`config.mk`:
```
export PLATFORM = sky130hd
export DESIGN_NAME = bts_ctrl
export DESIGN_NICKNAME = d
export VERILOG_FILES = /design/src/rtl/bts_pkg.sv /design/src/rtl/bts_ctrl.sv
export SDC_FILE = /design/constraint.sdc
export NUM_CORES = 1
export LEC_CHECK = 0
export BUFFER_PORTS_ARGS = -buffer_cell sky130_fd_sc_hd__buf_2
export CAP_MARGIN = 5
export CORE_MARGIN = 2
export CORE_UTILIZATION = 47
export DETAILED_ROUTE_END_ITERATION = 16
export PLACE_DENSITY_LB_ADDON = 0.12
export SETUP_SLACK_MARGIN = 0.02
export SYNTH_ARGS = -nofsm -noshare
export SYNTH_HDL_FRONTEND = slang
export SYNTH_SLANG_ARGS = --single-unit
```
`constraint.sdc`:
```
create_clock -name clock -period 1.5 [get_ports clock]
set_input_delay 0.375 -clock clock [delete_from_list [all_inputs] [get_ports clock]]
set_output_delay 0.375 -clock clock [all_outputs]
set_load 0.05 [all_outputs]
```
`src/rtl/bts_pkg.sv`:
```
package bts_pkg;

   // Field widths
   localparam int TIME_W    = 48;
   localparam int FLUX_W    = 24;
   localparam int WGT_W     = 24;
   localparam int SCORE_W   = 56;
   localparam int CSR_IDX_W = 2;

   // Accumulator widths
   localparam int RSUM_W = 40;
   localparam int SSUM_W = 56;
   localparam int WSUM_W = 64;

   // Arithmetic unit widths
   localparam int PROD_W = 2 * FLUX_W;
   localparam int NUM_W  = 128;
   localparam int DVS_W  = 80;
   localparam int CNT_W  = 7;

   // Last count of each iterating step
   localparam logic [CNT_W-1:0] FOLD_LAST = 7'd47;
   localparam logic [CNT_W-1:0] PROD_LAST = 7'd3;
   localparam logic [CNT_W-1:0] SQR_LAST  = 7'd55;
   localparam logic [CNT_W-1:0] DEN_LAST  = 7'd39;
   localparam logic [CNT_W-1:0] DIV_LAST  = 7'd127;

   // Register indexes
   localparam logic [CSR_IDX_W-1:0] REG_PERIOD   = 2'd0;
   localparam logic [CSR_IDX_W-1:0] REG_DURATION = 2'd1;
   localparam logic [CSR_IDX_W-1:0] REG_OFFSET   = 2'd2;

   localparam logic [TIME_W-1:0]  PERIOD_RESET = 48'd65536;
   localparam logic [RSUM_W-1:0]  ONE_Q24      = 40'h00_0100_0000;
   localparam logic [SCORE_W-1:0] S56_MAX      = 56'h7F_FFFF_FFFF_FFFF;
   localparam logic [SCORE_W-1:0] S56_MIN      = 56'h80_0000_0000_0000;

   typedef enum logic [1:0] {
      PROD_FSQ,
      PROD_MAG,
      PROD_HI,
      PROD_LO
   } bts_prod_sel_type;

   typedef enum logic [3:0] {
      ST_IDLE,
      ST_FOLD,
      ST_PROD,
      ST_ACC,
      ST_SQR_LOAD,
      ST_SQR,
      ST_DEN_LOAD,
      ST_DEN,
      ST_DIV_LOAD,
      ST_DIV,
      ST_FIN
   } bts_state_type;

   typedef struct packed {
      logic             take;
      logic             div_step;
      logic             prod_step;
      bts_prod_sel_type prod_sel;
      logic             acc;
      logic             sqr_load;
      logic             mul_step;
      logic             den_load;
      logic             div_load;
      logic             finish;
   } bts_cmd_type;

endpackage

```
`src/rtl/bts_ctrl.sv`:
```
module bts_ctrl (
   input  logic                 clock,
   input  logic                 reset,
   input  logic                 req_valid,
   output logic                 req_ready,
   output logic                 rsp_valid,
   input  logic                 rsp_ready,
   input  logic                 smp_last,
   output bts_pkg::bts_cmd_type cmd
);
   import bts_pkg::*;

   bts_state_type    state_ff, state_in;
   logic [CNT_W-1:0] cnt_ff, cnt_in;
   logic             rsp_valid_ff, rsp_valid_in;
   logic             out_free;

   assign out_free = ~rsp_valid_ff | rsp_ready;

   always_comb begin
      state_in = state_ff;
      case (state_ff)
         ST_IDLE:     if (req_valid) state_in = ST_FOLD;
         ST_FOLD:     if (cnt_ff == FOLD_LAST) state_in = ST_PROD;
         ST_PROD:     if (cnt_ff == PROD_LAST) state_in = ST_ACC;
         ST_ACC:      state_in = smp_last ? ST_SQR_LOAD : ST_IDLE;
         ST_SQR_LOAD: state_in = ST_SQR;
         ST_SQR:      if (cnt_ff == SQR_LAST) state_in = ST_DEN_LOAD;
         ST_DEN_LOAD: state_in = ST_DEN;
         ST_DEN:      if (cnt_ff == DEN_LAST) state_in = ST_DIV_LOAD;
         ST_DIV_LOAD: state_in = ST_DIV;
         ST_DIV:      if (cnt_ff == DIV_LAST) state_in = ST_FIN;
         ST_FIN:      if (out_free) state_in = ST_IDLE;
         default:     state_in = ST_IDLE;
      endcase
   end

   // restart the step count on every state change
   always_comb begin
      cnt_in = (state_in == state_ff) ? cnt_ff + 1'b1 : '0;
   end

   always_comb begin
      cmd       = '0;
      req_ready = 1'b0;
      case (state_ff)
         ST_IDLE: begin
            req_ready = 1'b1;
            cmd.take  = req_valid;
         end
         ST_FOLD:     cmd.div_step = 1'b1;
         ST_PROD: begin
            cmd.prod_step = 1'b1;
            cmd.prod_sel  = bts_prod_sel_type'(cnt_ff[1:0]);
         end
         ST_ACC:      cmd.acc      = 1'b1;
         ST_SQR_LOAD: cmd.sqr_load = 1'b1;
         ST_SQR:      cmd.mul_step = 1'b1;
         ST_DEN_LOAD: cmd.den_load = 1'b1;
         ST_DEN:      cmd.mul_step = 1'b1;
         ST_DIV_LOAD: cmd.div_load = 1'b1;
         ST_DIV:      cmd.div_step = 1'b1;
         ST_FIN:      cmd.finish   = out_free;
         default:     cmd          = '0;
      endcase
   end

   assign rsp_valid_in = cmd.finish | (rsp_valid_ff & ~rsp_ready);
   assign rsp_valid    = rsp_valid_ff;

   always_ff @(posedge clock) begin
      if (reset) begin
         state_ff     <= ST_IDLE;
         cnt_ff       <= '0;
         rsp_valid_ff <= 1'b0;
      end else begin
         state_ff     <= state_in;
         cnt_ff       <= cnt_in;
         rsp_valid_ff <= rsp_valid_in;
      end
   end

endmodule

```
==> metrics.log, run 1 <==
INFO  metric ys_seq_elements = 12
INFO  metric worst-endpoint-pin-kind = top-level output
INFO  metric clock_sink_count = 12
INFO  metric seq_area_frac_synth = approximately 28%
INFO  metric mappedNetlistNets = between 100 and 150
INFO  metric port-buffer-count = 17
INFO  metric postGrtWorstEndpoint = cmd[10]
INFO  metric tool.error = [ERROR DPL-0038] Utilization greater than 100%, impossible to legalize
INFO  metric rows = 15
INFO  metric place.gp.congestion = 0.830
INFO  metric last_stage_the_flow_got_to = global routing
INFO  metric ys.warnings.count = 0
INFO  metric clock_path_buffers = 2
INFO  metric cts_inserted_buffers = 3
INFO  metric synth.cell_area = 867 um^2
INFO  metric syn-mean-instance-area = 8.42 um^2
INFO  metric synthCells = between 100 and 150
INFO  metric status = aborted with a tool error
INFO  metric detailedPlacementHpwl = 1.77 mm
INFO  metric h-tree-depth = 1
INFO  metric grt_start_max_net_pins = 10
INFO  metric ctsHoldBuffers = 0
INFO  metric post_dp_cell_area = between 1000 and 1500 um^2
INFO  metric netlist-cell-type-count = 41
INFO  metric synth-async-reset-ratio = 0%
INFO  metric synth-edff-count = 0
INFO  metric boundaryPins = 18
INFO  metric die_w = roughly 47 um
INFO  metric ctsRootBufferMaster = sky130_fd_sc_hd__clkbuf_4
INFO  metric effective_utilization_at_floorplan = 50.2%
INFO  metric die_y = 47.0 um
INFO  metric postSynth.topFlopCell = sky130_fd_sc_hd__dfxtp_1
synth_stat cells, drive strengths merged, types with 2 or more instances:
library cell  number  area (um^2)
o31ai              2         28.8
a21oi              5         51.3
nor4               5         31.3
nor3               9         45.0
inv                5         18.8
nand3              3         15.0
nand2b             3         18.8
xnor2              2         17.5
xor2               3         26.3
dfxtp             12          240
o21ai              2         10.0
nand2              4         15.0
o21a               2         15.0
buf                7         58.8
nor2              12         55.1
nor2b              2         12.5
a31oi              4         25.0
and3               4         25.0
nand4              2         12.5
timing repair:
action                                  4_1_cts
buffers inserted                              6
pin swaps                                     7
gates resized for setup                      46
endpoints found under the setup margin       20
stage by stage:
stage / instances / hold WS, ns / setup WS [ns]
3_3_place_gp: 164 / 0.536 / -0.0530
2_1_floorplan: 103 / 0.440 / -0.466
4_1_cts: 173 / 0.344 / -0.171
3_5_place_dp: 164 / 0.541 / -0.0939
cells by family after synthesis:
kind of cell,count (synthesis),share of synthesized area (%)
simple gates,49,31.5
compound gates,23,24.2
buf+inv,12,8.95
flops,12,27.7
xor+xnor,5,5.05
mux,1,1.15
fa+ha+maj,1,1.44
==> inputs of run 2 (changes only) <==
--- a/config.mk
+++ b/config.mk
@@ -7,11 +7,10 @@
 export LEC_CHECK = 0
 export BUFFER_PORTS_ARGS = -buffer_cell sky130_fd_sc_hd__buf_2
 export CAP_MARGIN = 5
-export CORE_MARGIN = 2
-export CORE_UTILIZATION = 47
+export CORE_AREA = 2 2 63 65
 export DETAILED_ROUTE_END_ITERATION = 16
-export PLACE_DENSITY_LB_ADDON = 0.12
-export SETUP_SLACK_MARGIN = 0.02
+export DIE_AREA = 0 0 65 67
+export PLACE_DENSITY_LB_ADDON = 0.15
 export SYNTH_ARGS = -nofsm -noshare
 export SYNTH_HDL_FRONTEND = slang
 export SYNTH_SLANG_ARGS = --single-unit
==> constraint.sdc (replaced) <==
create_clock -name clock -period 2 [get_ports clock]
set_input_delay 0.5 -clock clock [delete_from_list [all_inputs] [get_ports clock]]
set_output_delay 0.5 -clock clock [all_outputs]
set_load 0.05 [all_outputs]
==> run 2 against run 1 <==
  * Synthesized cell count unchanged
  * Area after synthesis unchanged
  * The flow now finishes without violations
==> metrics.log, run 2 <==
INFO  metric relSlewSlack = about 73%
INFO  metric seq_area_frac_synth = about 28%
INFO  metric detailedPlacementHpwl = 1.71 mm
INFO  metric areaGrowthSynthToFinish = 25.7%
INFO  metric grt_start_max_net_pins = 12
INFO  metric slowest_stage = sky130_fd_sc_hd__dfxtp_2
INFO  metric rsz0062_at_grt = no
INFO  metric status = completed
INFO  metric layout_setup_ws = 0.104 ns
INFO  metric min_path_type = flip-flop to flip-flop
INFO  metric effective_utilization_at_floorplan = 24.0%
INFO  metric vdd_ir_drop_max = 0.224 mV
INFO  metric ctsRootBufferMaster = sky130_fd_sc_hd__clkbuf_8
INFO  metric drv_cap = 0
INFO  metric h-tree-depth = 1
INFO  metric most_common_cell_after_layout_fill_and_taps_aside = sky130_fd_sc_hd__buf_2
INFO  metric mappedNetlistNets = 109
INFO  metric vias_in_the_first_global_route = between 800 and 900
INFO  metric synth.cell_area = roughly 870 um^2
INFO  metric r2r_setup_slack = 0.33 ns
INFO  metric postSynth.topFlopCell = sky130_fd_sc_hd__dfxtp_1
INFO  metric count_of_inserted_antenna_diode_cells = 0
INFO  metric ys_seq_elements = 12
INFO  metric dpl_worst_slack = 0.200 ns
INFO  metric critical_path.startpoint_type = flip-flop
INFO  metric worstReg2RegStart = cnt_ff[0]
INFO  metric insertion_delay = 0.24 ns
INFO  metric post_synth_most_frequent_cells = sky130_fd_sc_hd__dfxtp_1 (12), sky130_fd_sc_hd__nor2_1 (10), sky130_fd_sc_hd__nor3_1 (9)
INFO  metric vias = 822
INFO  metric period_share = a little over nine tenths
INFO  metric ys.warnings.count = 0
INFO  metric rows = 22
INFO  metric gr-usage-all-layers = 11.6%
INFO  metric clock_path_buffers = 2
INFO  metric synth.largest_area_cell = sky130_fd_sc_hd__dfxtp_1
INFO  metric setup.worst_path.class = flip-flop to primary output
INFO  metric boundaryPins = 18
INFO  metric synthDominantCellAreaShare = about 28%
INFO  metric postCtsSetupBuffers = 0
INFO  metric grt_pass1_wl = between 3 and 4 mm
INFO  metric netlist-cell-type-count = 41
INFO  metric n_fill_cell = 384
INFO  metric ctsHoldBuffers = 0
INFO  metric worst_r2r_endpoint = cnt_ff[3]
INFO  metric synth_area_leaders = sky130_fd_sc_hd__dfxtp_1 (28%), sky130_fd_sc_hd__nor3_1 (5.2%), sky130_fd_sc_hd__nor2_1 (4.3%)
INFO  metric final_cell_mix = sky130_fd_sc_hd__buf_2 (16), sky130_fd_sc_hd__nor2_1 (10), sky130_fd_sc_hd__dfxtp_1 (9), sky130_fd_sc_hd__nor3_1 (6), sky130_fd_sc_hd__buf_4 (6)
INFO  metric nets = 130
INFO  metric static-leakage-power = 0.424 nW
INFO  metric avgRoutedWirePerCell = 13.3 um
INFO  metric p_per_area = 546 nW/um^2
INFO  metric finalHoldViolations = 0
INFO  metric syn-mean-instance-area = 8.42 um^2
INFO  metric remaining_overflow_grt = 0
INFO  metric largest_reg_flops = 7
INFO  metric clock_sink_count = 12
INFO  metric placeableCoreArea = 3610 um^2
INFO  metric timing.critical_path.depth = 4
INFO  metric critical-path-top-delay-family = flip-flops
INFO  metric drcViolationCount = 0
INFO  metric synth_most_common_cell = sky130_fd_sc_hd__dfxtp_1
INFO  metric die-area = between 4000 and 5000 um^2
INFO  metric synth-edff-count = 0
INFO  metric report.final.slew_viol_count = 0
INFO  metric timing.critical_path.cells = inv_1 > nor2_1 > and3_1 > buf_2
INFO  metric final.setup_skew = 0.00362 ns
INFO  metric crit_required = 1.50 ns
INFO  metric worstPathMaxFanout = 10
INFO  metric finalCriticalPeriod = 1.90 ns
INFO  metric setup.worst_path.end = cmd[7]
INFO  metric synth-async-reset-ratio = 0%
INFO  metric port-buffer-count = 17
INFO  metric die_y = 67 um
INFO  metric finalSetupViolations = 0
INFO  metric totalNegativeSetupSlack = 0 ns
INFO  metric postRouteAntennaNets = 0
INFO  metric via_per_inst = 4.81
INFO  metric worst-r2r-cell-count = 5
INFO  metric path_clk_slew = about 0.060 ns
INFO  metric number_of_antenna_violations_at_the_first_check_in_global_routing = 0
INFO  metric critPathMaxStageDelay = 0.45 ns
INFO  metric tritoncts_clock_tree = built
INFO  metric worst_ep_arrival_time = approximately 1.4 ns
INFO  metric cp_num_buf_inv = 2
INFO  metric layout_cell_share_with_drive_strength_beyond_1 = a little over a third
INFO  metric critPathCaptureType = primary output
INFO  metric drtIter0Drc = 21
INFO  metric worst-slew-pin-transition = 0.403 ns
INFO  metric timing.critical_path.from = state_ff[1]
INFO  metric drt-total-wl = 2.28 mm
INFO  metric largest_register = cnt_ff
INFO  metric max_clock_freq = roughly 530 MHz
INFO  metric detailedRoute.firstPassIterationCount = 4
INFO  metric place.gp.congestion = between 0.7 and 0.8
INFO  metric cts_inserted_buffers = 3
INFO  metric synthCells = between 100 and 150
INFO  metric die_w = between 60 and 70 um
[run 2: area by class of cell]
class                           instances  area [um^2]  area share, %
Sequential cell                        12          244           22.4
Inverter                                5         18.8           1.72
Tap cell                               48         60.1           5.51
Timing Repair Buffer                   23          133           12.2
Clock buffer                            4         55.1           5.05
Multi-Input combinational cell         79          579           53.2
[run 2: worst min-delay path by stage]
stage          startpoint     endpoint  slack [ns]  cells past startpoint
6_report        cnt_ff[0]    cnt_ff[0]        0.51                      1
5_1_grt             reset  state_ff[0]        0.53                      2
4_1_cts         cnt_ff[0]    cnt_ff[0]        0.52                      1
3_5_place_dp    cnt_ff[0]    cnt_ff[0]        0.51                      1
3_3_place_gp    cnt_ff[0]    cnt_ff[0]        0.52                      1
2_1_floorplan   cnt_ff[0]    cnt_ff[0]        0.46                      1
[run 2: cells by family (layout without fill, tap and decap cells)]
kind of cell	after synthesis	in the layout	synth area share, %
simple gates	49	49	31.5
compound gates	23	23	24.2
flops	12	12	27.7
buf+inv	12	32	8.95
xor+xnor	5	5	5.05
fa+ha+maj	1	1	1.44
mux	1	1	1.15
[run 2: per-stage QoR]
stage	total power [W]	utilization [%]	hold slack, ns	instances	area, um^2
after CTS	0.000608	30.1	0.519	171	1080
final	0.000595	30.2	0.514	171	1090
after global placement	0.000331	28.5	0.516	167	1030
after floorplan	0.000310	-	0.461	103	897
after detailed placement	0.000330	28.5	0.509	167	1030
after global routing	0.000624	30.2	0.531	171	1090
[run 2: what timing repair did]
action                     CTS  global route
setup endpoints to repair    2             6
hold endpoints to repair     0             0
gates resized for setup      1             3
[run 2: per-layer routing]
metal,up-vias,wire length (um),track usage (%)
met4,0,27,6.38
met1,384,1110,15.4
met5,-,0,0
met2,14,1080,18.0
met3,2,60,1.52
li1,422,-,-
[run 2: where the power goes]
group / internal [W] / switching [W]
Clock: 0.000174 / 0.0000953
Sequential: 0.000245 / 0.0000101
Combinational: 0.0000249 / 0.0000458
[run 2: worst reg2reg max path, stage by stage, from the launching register on]
cell and delay (ns):
sky130_fd_sc_hd__dfxtp_1 0.39, sky130_fd_sc_hd__ha_1 0.25, sky130_fd_sc_hd__and4b_4 0.31, sky130_fd_sc_hd__a21oi_4 0.07, sky130_fd_sc_hd__o31ai_4 0.39, sky130_fd_sc_hd__nor4_1 0.11
Note: power is estimated with default switching activity, not from simulation.
